[src/rtl/tkpc_pkg.sv]
// ----------------------------------------------------------------------------
// tkpc_pkg
// Shared types and constants for the three-key press classifier.
// ----------------------------------------------------------------------------
package tkpc_pkg;

  localparam int unsigned COUNT_WIDTH_DEFAULT = 16;
  localparam int unsigned CFG_WIDTH = 16;
  localparam int unsigned ADDR_WIDTH = 3;
  localparam int unsigned DATA_WIDTH = 32;

  localparam logic [CFG_WIDTH-1:0] LONG_TICKS_RESET = 16'd200;
  localparam logic [CFG_WIDTH-1:0] SHORT_MIN_RESET  = 16'd2;

  // register index, taken from paddr[2]
  localparam logic REG_LONG_TICKS = 1'b0;
  localparam logic REG_SHORT_MIN  = 1'b1;

  typedef enum logic [2:0] {
    EV_NONE       = 3'd0,
    EV_MID        = 3'd1,
    EV_FRONT      = 3'd2,
    EV_REAR       = 3'd3,
    EV_MID_LONG   = 3'd4,
    EV_FRONT_LONG = 3'd5,
    EV_REAR_LONG  = 3'd6
  } event_e;

  typedef enum logic [1:0] {
    ST_RELEASED = 2'd0,
    ST_MID      = 2'd1,
    ST_FRONT    = 2'd2,
    ST_REAR     = 2'd3
  } wheel_e;

  typedef struct packed {
    logic mid_pressed;
    logic front_pressed;
    logic rear_pressed;
  } in_req_t;

  typedef struct packed {
    logic [2:0] event_code;
    logic [1:0] wheel_state;
  } out_req_t;

  typedef struct packed {
    logic [CFG_WIDTH-1:0] long_ticks;
    logic [CFG_WIDTH-1:0] short_min_ticks;
  } cfg_t;

endpackage

[src/rtl/three_key_press_classifier.sv]
// ----------------------------------------------------------------------------
// three_key_press_classifier
// Short/long press classifier for the middle, front and rear wheel keys.
// ----------------------------------------------------------------------------
// One request per scan tick carries the three pressed flags; every request
// gives exactly one result holding the event code and the wheel state after
// that tick. Throughput is one request per clock while the result side does
// not stall: the input register feeds the counter/compare update, which
// lands directly in the result register, and a result is valid once its
// request has passed both registers. Both sides may stall freely; a waiting
// result holds and the input register keeps the next request. Thresholds
// are set over the APB port (long_ticks at 0x0, short_min_ticks at 0x4) and
// should only be changed while no request is in flight.
module three_key_press_classifier #(
  parameter int unsigned COUNT_WIDTH = tkpc_pkg::COUNT_WIDTH_DEFAULT
) (
  input  logic                             clk_i,
  input  logic                             rst_ni,
  // scan samples
  input  logic                             in_valid_i,
  output logic                             in_ready_o,
  input  tkpc_pkg::in_req_t                in_req_i,
  // classified results
  output logic                             out_valid_o,
  input  logic                             out_ready_i,
  output tkpc_pkg::out_req_t               out_req_o,
  // APB configuration
  input  logic                             psel,
  input  logic                             penable,
  input  logic                             pwrite,
  input  logic [tkpc_pkg::ADDR_WIDTH-1:0]  paddr,
  input  logic [tkpc_pkg::DATA_WIDTH-1:0]  pwdata,
  output logic [tkpc_pkg::DATA_WIDTH-1:0]  prdata,
  output logic                             pready
);
  import tkpc_pkg::*;

  cfg_t    cfg;
  in_req_t in_q;
  logic    in_valid_q;
  logic    out_valid_q, out_valid_d;
  logic    advance;

  // Input stage moves into the core whenever the result slot is free or
  // being drained this cycle.
  assign advance    = in_valid_q && (!out_valid_q || out_ready_i);
  assign in_ready_o = !in_valid_q || advance;

  always_ff @(posedge clk_i or negedge rst_ni) begin
    if (!rst_ni) begin
      in_valid_q <= 1'b0;
    end else if (in_ready_o) begin
      in_valid_q <= in_valid_i;
    end
  end

  // payload needs no reset
  always_ff @(posedge clk_i) begin
    if (in_ready_o && in_valid_i) begin
      in_q <= in_req_i;
    end
  end

  always_comb begin
    out_valid_d = out_valid_q;
    if (advance) begin
      out_valid_d = 1'b1;
    end else if (out_ready_i) begin
      out_valid_d = 1'b0;
    end
  end

  always_ff @(posedge clk_i or negedge rst_ni) begin
    if (!rst_ni) begin
      out_valid_q <= 1'b0;
    end else begin
      out_valid_q <= out_valid_d;
    end
  end

  assign out_valid_o = out_valid_q;

  tkpc_apb_regs u_regs (
    .clk_i   (clk_i),
    .rst_ni  (rst_ni),
    .psel    (psel),
    .penable (penable),
    .pwrite  (pwrite),
    .paddr   (paddr),
    .pwdata  (pwdata),
    .prdata  (prdata),
    .pready  (pready),
    .cfg_o   (cfg)
  );

  // Counters, long flag and the result fields live here; the result
  // register is the core's event/state register.
  tkpc_core #(
    .COUNT_WIDTH (COUNT_WIDTH)
  ) u_core (
    .clk_i  (clk_i),
    .rst_ni (rst_ni),
    .en_i   (advance),
    .req_i  (in_q),
    .cfg_i  (cfg),
    .res_o  (out_req_o)
  );

  a_full_blocks_input: assert property (@(posedge clk_i) disable iff (!rst_ni)
    (in_valid_q && out_valid_q && !out_ready_i) |-> !in_ready_o)
    else $error("input taken while both stages are full and stalled");

  a_advance_fills_output: assert property (@(posedge clk_i) disable iff (!rst_ni)
    advance |=> out_valid_q)
    else $error("update did not produce a result");

  a_drain_empties: assert property (@(posedge clk_i) disable iff (!rst_ni)
    (out_valid_q && out_ready_i && !in_valid_q) |=> !out_valid_q)
    else $error("result repeated after it was taken");

endmodule

[src/rtl/tkpc_apb_regs.sv]
// ----------------------------------------------------------------------------
// tkpc_apb_regs
// APB register file holding the long and short-minimum thresholds.
// ----------------------------------------------------------------------------
module tkpc_apb_regs (
  input  logic                             clk_i,
  input  logic                             rst_ni,
  input  logic                             psel,
  input  logic                             penable,
  input  logic                             pwrite,
  input  logic [tkpc_pkg::ADDR_WIDTH-1:0]  paddr,
  input  logic [tkpc_pkg::DATA_WIDTH-1:0]  pwdata,
  output logic [tkpc_pkg::DATA_WIDTH-1:0]  prdata,
  output logic                             pready,
  output tkpc_pkg::cfg_t                   cfg_o
);
  import tkpc_pkg::*;

  cfg_t cfg_q, cfg_d;
  logic wr_en;
  logic reg_idx;

  assign pready  = 1'b1;
  assign wr_en   = psel && penable && pwrite;
  assign reg_idx = paddr[2];

  always_comb begin
    cfg_d = cfg_q;
    if (wr_en) begin
      unique case (reg_idx)
        REG_LONG_TICKS: cfg_d.long_ticks      = pwdata[CFG_WIDTH-1:0];
        REG_SHORT_MIN:  cfg_d.short_min_ticks = pwdata[CFG_WIDTH-1:0];
        default:        cfg_d = cfg_q;
      endcase
    end
  end

  always_ff @(posedge clk_i or negedge rst_ni) begin
    if (!rst_ni) begin
      cfg_q.long_ticks      <= LONG_TICKS_RESET;
      cfg_q.short_min_ticks <= SHORT_MIN_RESET;
    end else begin
      cfg_q <= cfg_d;
    end
  end

  always_comb begin
    unique case (reg_idx)
      REG_LONG_TICKS: prdata = DATA_WIDTH'(cfg_q.long_ticks);
      REG_SHORT_MIN:  prdata = DATA_WIDTH'(cfg_q.short_min_ticks);
      default:        prdata = '0;
    endcase
  end

  assign cfg_o = cfg_q;

endmodule

[src/rtl/tkpc_core.sv]
// ----------------------------------------------------------------------------
// tkpc_core
// Key counters, long flag and event/state registers; one update per enable.
// ----------------------------------------------------------------------------
module tkpc_core #(
  parameter int unsigned COUNT_WIDTH = tkpc_pkg::COUNT_WIDTH_DEFAULT
) (
  input  logic               clk_i,
  input  logic               rst_ni,
  input  logic               en_i,
  input  tkpc_pkg::in_req_t  req_i,
  input  tkpc_pkg::cfg_t     cfg_i,
  output tkpc_pkg::out_req_t res_o
);
  import tkpc_pkg::*;

  localparam int unsigned CmpW = (COUNT_WIDTH > CFG_WIDTH) ? COUNT_WIDTH : CFG_WIDTH;

  logic [COUNT_WIDTH-1:0] mid_cnt_q, mid_cnt_d;
  logic [COUNT_WIDTH-1:0] front_cnt_q, front_cnt_d;
  logic [COUNT_WIDTH-1:0] rear_cnt_q, rear_cnt_d;
  logic                   long_fired_q, long_fired_d;
  event_e                 event_q, event_d;
  wheel_e                 held_q, held_d;

  logic [COUNT_WIDTH-1:0] held_cnt, held_inc;
  logic [CmpW-1:0]        long_ext, short_ext;
  logic                   any_pressed;
  event_e                 long_ev;

  function automatic logic is_short(logic [CmpW-1:0] c, logic [CmpW-1:0] lt,
                                    logic [CmpW-1:0] sm);
    return (c != '0) && (c < lt) && (c >= sm);
  endfunction

  assign long_ext    = CmpW'(cfg_i.long_ticks);
  assign short_ext   = CmpW'(cfg_i.short_min_ticks);
  assign any_pressed = req_i.mid_pressed || req_i.front_pressed || req_i.rear_pressed;

  // one shared incrementer for whichever key wins priority
  always_comb begin
    priority if (req_i.mid_pressed) begin
      held_cnt = mid_cnt_q;
      long_ev  = EV_MID_LONG;
    end else if (req_i.front_pressed) begin
      held_cnt = front_cnt_q;
      long_ev  = EV_FRONT_LONG;
    end else begin
      held_cnt = rear_cnt_q;
      long_ev  = EV_REAR_LONG;
    end
  end

  assign held_inc = (held_cnt == '1) ? held_cnt : held_cnt + COUNT_WIDTH'(1);

  always_comb begin
    mid_cnt_d    = mid_cnt_q;
    front_cnt_d  = front_cnt_q;
    rear_cnt_d   = rear_cnt_q;
    long_fired_d = long_fired_q;
    event_d      = event_q;
    held_d       = held_q;
    if (any_pressed) begin
      priority if (req_i.mid_pressed) begin
        mid_cnt_d = held_inc;
        held_d    = ST_MID;
      end else if (req_i.front_pressed) begin
        front_cnt_d = held_inc;
        held_d      = ST_FRONT;
      end else begin
        rear_cnt_d = held_inc;
        held_d     = ST_REAR;
      end
      if ((CmpW'(held_inc) >= long_ext) && !long_fired_q) begin
        long_fired_d = 1'b1;
        event_d      = long_ev;
      end
    end else begin
      priority if (is_short(CmpW'(mid_cnt_q), long_ext, short_ext)) begin
        event_d = EV_MID;
      end else if (is_short(CmpW'(front_cnt_q), long_ext, short_ext)) begin
        event_d = EV_FRONT;
      end else if (is_short(CmpW'(rear_cnt_q), long_ext, short_ext)) begin
        event_d = EV_REAR;
      end else begin
        event_d = EV_NONE;
      end
      mid_cnt_d    = '0;
      front_cnt_d  = '0;
      rear_cnt_d   = '0;
      long_fired_d = 1'b0;
      held_d       = ST_RELEASED;
    end
  end

  always_ff @(posedge clk_i or negedge rst_ni) begin
    if (!rst_ni) begin
      mid_cnt_q    <= '0;
      front_cnt_q  <= '0;
      rear_cnt_q   <= '0;
      long_fired_q <= 1'b0;
      event_q      <= EV_NONE;
      held_q       <= ST_RELEASED;
    end else if (en_i) begin
      mid_cnt_q    <= mid_cnt_d;
      front_cnt_q  <= front_cnt_d;
      rear_cnt_q   <= rear_cnt_d;
      long_fired_q <= long_fired_d;
      event_q      <= event_d;
      held_q       <= held_d;
    end
  end

  assign res_o.event_code  = event_q;
  assign res_o.wheel_state = held_q;

  a_release_clears: assert property (@(posedge clk_i) disable iff (!rst_ni)
    (held_q == ST_RELEASED) |-> (!long_fired_q && mid_cnt_q == '0 &&
                                 front_cnt_q == '0 && rear_cnt_q == '0))
    else $error("counters or long flag not cleared while released");

  a_long_needs_flag: assert property (@(posedge clk_i) disable iff (!rst_ni)
    (event_q == EV_MID_LONG || event_q == EV_FRONT_LONG || event_q == EV_REAR_LONG)
      |-> long_fired_q)
    else $error("long event shown without long flag");

  a_idle_holds: assert property (@(posedge clk_i) disable iff (!rst_ni)
    !en_i |=> ($stable(event_q) && $stable(held_q) && $stable(mid_cnt_q)))
    else $error("state moved without an update");

endmodule

[config.mk]
export PLATFORM = sky130hd
export DESIGN_NAME = three_key_press_classifier
export DESIGN_NICKNAME = d
export VERILOG_FILES = /design/src/rtl/tkpc_pkg.sv /design/src/rtl/three_key_press_classifier.sv /design/src/rtl/tkpc_apb_regs.sv /design/src/rtl/tkpc_core.sv
export SDC_FILE = /design/constraint.sdc
export NUM_CORES = 1
export LEC_CHECK = 0
export ABC_AREA = 1
export BUFFER_PORTS_ARGS = -buffer_cell sky130_fd_sc_hd__buf_2
export CAP_MARGIN = 20
export CORE_ASPECT_RATIO = 0.5
export CORE_MARGIN = 2
export CORE_UTILIZATION = 45
export CTS_CLUSTER_DIAMETER = 120
export CTS_CLUSTER_SIZE = 20
export DETAILED_ROUTE_END_ITERATION = 8
export GPL_TIMING_DRIVEN = 1
export PLACE_DENSITY = 0.74
export SLEW_MARGIN = 0
export SYNTH_ARGS = -nofsm -noshare
export SYNTH_HDL_FRONTEND = slang
export SYNTH_HIERARCHICAL = 1
export SYNTH_SLANG_ARGS = --single-unit
export TNS_END_PERCENT = 5
[constraint.sdc]
create_clock -name clk_i -period 3.01 [get_ports clk_i]
set_input_delay 0 -clock clk_i [delete_from_list [all_inputs] [get_ports clk_i]]
set_output_delay 0 -clock clk_i [all_outputs]
set_load 0.005 [all_outputs]
==> impl_metrics.tcl <==
set metrics [dict create \
    status "finished, violations left" \
    violations "setup timing" \
    rows 33 \
    post-route-util_pct 58.5 \
    totalWireLength_um 23900 \
    worst_slack_ns -0.282 \
    switchingPower_mw 2.72 \
    grt_pass1_vias 6980 \
    worst_pin_slew_ns 0.902 \
    swShare_pct 43.2 \
    io_pins 85 \
    h-tree-depth 3 \
    syn_avg_cell_area_sq_um 7.13 \
    vias 7714 \
    reg2reg_slack_ns -0.28 \
    hpwlAfterDp_um 18200 \
    antenna_found_initial 0 \
    die_h_um 95.6 \
    fin_skew_ns 0.0130 \
    power_density_nw_per_um2 657 \
    worstPathMaxFanout 4 \
    drt_iter0_markers 845 \
    port_buffers 49 \
    fin_crit_sh_pct 109 \
    drt-vias-per-instance 5.30 \
    numCtsBuffers 9 \
    gr-total-overflow 0 \
    crit_type "flip-flop to flip-flop" \
    drv_slew 0 \
    drc 0 \
    yosys_warnings 6 \
    root_buffer "clkbuf_16" \
    clkPwrFrac_pct 19.9 \
    place_congestion 0.946 \
    slew-limit-headroom_pct 39.8 \
    drt_pre_antenna_iters 5 \
    drive_gt1_share_pct 21.6 \
    leakage_nw 5.24 \
    intPower_mw 3.58 \
    tns_ns -0.735 \
    avgRoutedWirePerCell_um 16.4 \
    antenna_left 0 \
    crit_path_end_kind "flip-flop" \
    syn_area_sq_um 7550 \
    grt_max_degree 35 \
    synth_area_leaders "dfrtp_1, nand2_1, ha_1" \
    finalHoldViolCount 0 \
    yosys.area.top_type "dfrtp_1" \
    setup_violations 3 \
    initial_utilization_pct 46.1 \
    ys_seq_area_share_pct 30.1 \
    fmax_mhz 304 \
    cp.arrival_ns 3.53 \
    die_area_sq_um 17900 \
    clock-sinks 90 \
    fin_nets 1378 \
    min_path_type "primary input to flip-flop" \
    fp.coreArea_sq_um 16400 \
    start_kind "flip-flop" \
    grt_setup_unrepaired "true" \
    clk_latency_ns 0.35 \
    synth_seq_cells 90 \
    clk_path_buf_depth 2 \
    period_needed_ns 3.29 \
    synth_cell_types 40 \
    syn_to_final_growth_pct 26.9 \
    grt_pass1_wl_um 37200 \
    clkTransAtPathRegs_ns 0.08 \
    vdd_ir_drop_max_uv 332 \
    fp.dieW_um 187 \
    netlist_instances 1059 \
    max_cap_viol_count 0 \
    grt_use_total_pct 27.0 \
    required_ns 3.25 \
    tritoncts "built" \
    synth_top_area_share_pct 27.5 \
    pwr-share-seq_pct 27.0 \
    antennaDiodeCount 0 \
    p_comb_share_pct 53.1 \
    total_power_mw 6.30 \
]
[sequential cells by signal, summed over array words and instances (netlist names)]
signal and cells:
in_q 3, in_valid_q 1, out_valid_o 1, u_core/event_q 2
u_core/front_cnt_q 16, u_core/held_q 2, u_core/long_fired_q 1, u_core/mid_cnt_q 16
u_core/rear_cnt_q 16, u_regs/cfg_o 32
[final cells by class]
class / count / area, sq um
well taps: 227 / 284
clock inverters: 6 / 91.3
clock buffers: 10 / 229
fillers: 1453 / 6810
repair buffers: 183 / 1410
inverters: 99 / 372
multi-input cells: 840 / 4930
flip-flops and latches: 90 / 2270
[cells in the mapped netlist]
master,count
conb_1,2
dfstp_2,4
inv_2,4
nand3_2,5
buf_1,2
nor3_1,13
a21oi_1,50
dfrtp_1,83
a21boi_1,1
buf_6,1
xor2_1,4
o21ai_2,4
buf_2,7
ha_1,110
o21ai_1,26
o21a_1,4
nand2_2,14
xnor2_1,3
nor2_4,1
and2_1,1
nand4_4,1
nor3_2,1
nand2_1,381
o211ai_2,6
o21bai_1,4
edfxtp_1,3
nand3b_1,2
clkbuf_1,11
nand4_1,13
inv_1,95
o21ai_0,12
nor2_2,8
nor3_4,1
buf_4,24
nand3_1,81
a21o_1,2
o22ai_1,1
nor4_1,4
nand4_2,1
nor2_1,69
[final timing paths]
check                                             start                               to  cells past startpoint
setup / recovery                      in_q[2]$_DFFE_PP_    u_core/event_q[1]$_DFFE_PN0P_                     27
hold / removal                                   pwrite     u_regs/cfg_o[26]$_DFFE_PN0P_                      5
setup reg to reg                      in_q[2]$_DFFE_PP_    u_core/event_q[1]$_DFFE_PN0P_                     27
hold reg to reg            u_regs/cfg_o[22]$_DFFE_PN1P_     u_regs/cfg_o[22]$_DFFE_PN1P_                      2
max in group asynchronous                        rst_ni  u_core/mid_cnt_q[4]$_DFFE_PN0P_                      3
min in group asynchronous                        rst_ni     u_regs/cfg_o[18]$_DFFE_PN0P_                      2
[layer usage]
metal	track usage, %	vias up	share of wire (%)
li1	-	3747	-
met1	38.6	3556	45
met2	42.3	363	43
met3	4.53	48	9.7
met4	7.80	0	2.2
met5	0	-	0
[layout by cell type (no fill, tap or decap), drive strengths merged, types with 17 or more instances in the layout]
master       count
nand2          395
buf            159
ha             110
inv             99
nand3           86
dfrtp           83
nor2            78
a21oi           50
o21ai           42
dlygate4sd3     23
conb            17
[critical path, stage by stage (launching register included)]
cell      delay [ns]
edfxtp_1        0.50
buf_4           0.19
inv_2           0.07
nand2_2         0.08
o22ai_1         0.13
nor2_1          0.09
inv_2           0.09
ha_4            0.14
inv_1           0.06
nor2_4          0.13
nand2_4         0.10
nor2_4          0.16
nand2_2         0.10
and2_1          0.16
ha_1            0.29
nand2_1         0.09
nand2_1         0.06
nand2_1         0.05
nand2_1         0.05
nand2_1         0.05
nand2_1         0.05
nand2_1         0.05
nand3_1         0.06
nand2_1         0.05
nand2_1         0.07
buf_6           0.13
a21oi_2         0.11
a21oi_1         0.05
[cell families (layout without fill, tap and decap cells)]
family / count (synthesis) / in the layout / synth area share, %
other cells: 2 / 17 / 0.0995
buf+inv: 144 / 298 / 8.57
simple gates: 596 / 596 / 33.7
compound gates: 110 / 110 / 8.47
fa+ha+maj: 110 / 110 / 18.2
xor+xnor: 7 / 7 / 0.812
flops: 90 / 90 / 30.1
[power groups by stage]
stage | clock, mW | combinational, mW | sequential [mW]
after CTS | 1.27 | 3.20 | 1.69
after global routing | 1.32 | 3.74 | 1.73
after global placement | 0 | 3.00 | 1.70
after detailed placement | 0 | 3.11 | 1.71
after floorplan | 0 | 1.86 | 1.72
final | 1.25 | 3.34 | 1.70
[stage by stage]
step	instances	worst slack (ns)	hold slack (ns)	area (sq um)
6_report	1455	-0.282	0.0951	9580
5_1_grt	1455	-0.515	0.138	9580
4_1_cts	1446	-0.211	0.141	9370
3_5_place_dp	1407	-0.257	-0.0370	8690
3_3_place_gp	1407	-0.210	-0.0562	8690
2_1_floorplan	1074	0.00445	-0.296	7630
[repair_timing]
item / in CTS / in global routing
hold buffers: 23 / 0
gates cloned: 0 / 1
hold endpoints to repair: 66 / 0
pin swaps: 10 / 9
setup endpoints to repair: 3 / 3
setup buffers: 0 / 6
gates resized for setup: 30 / 23
No activity file was read; power rests on OpenSTA's default activity.
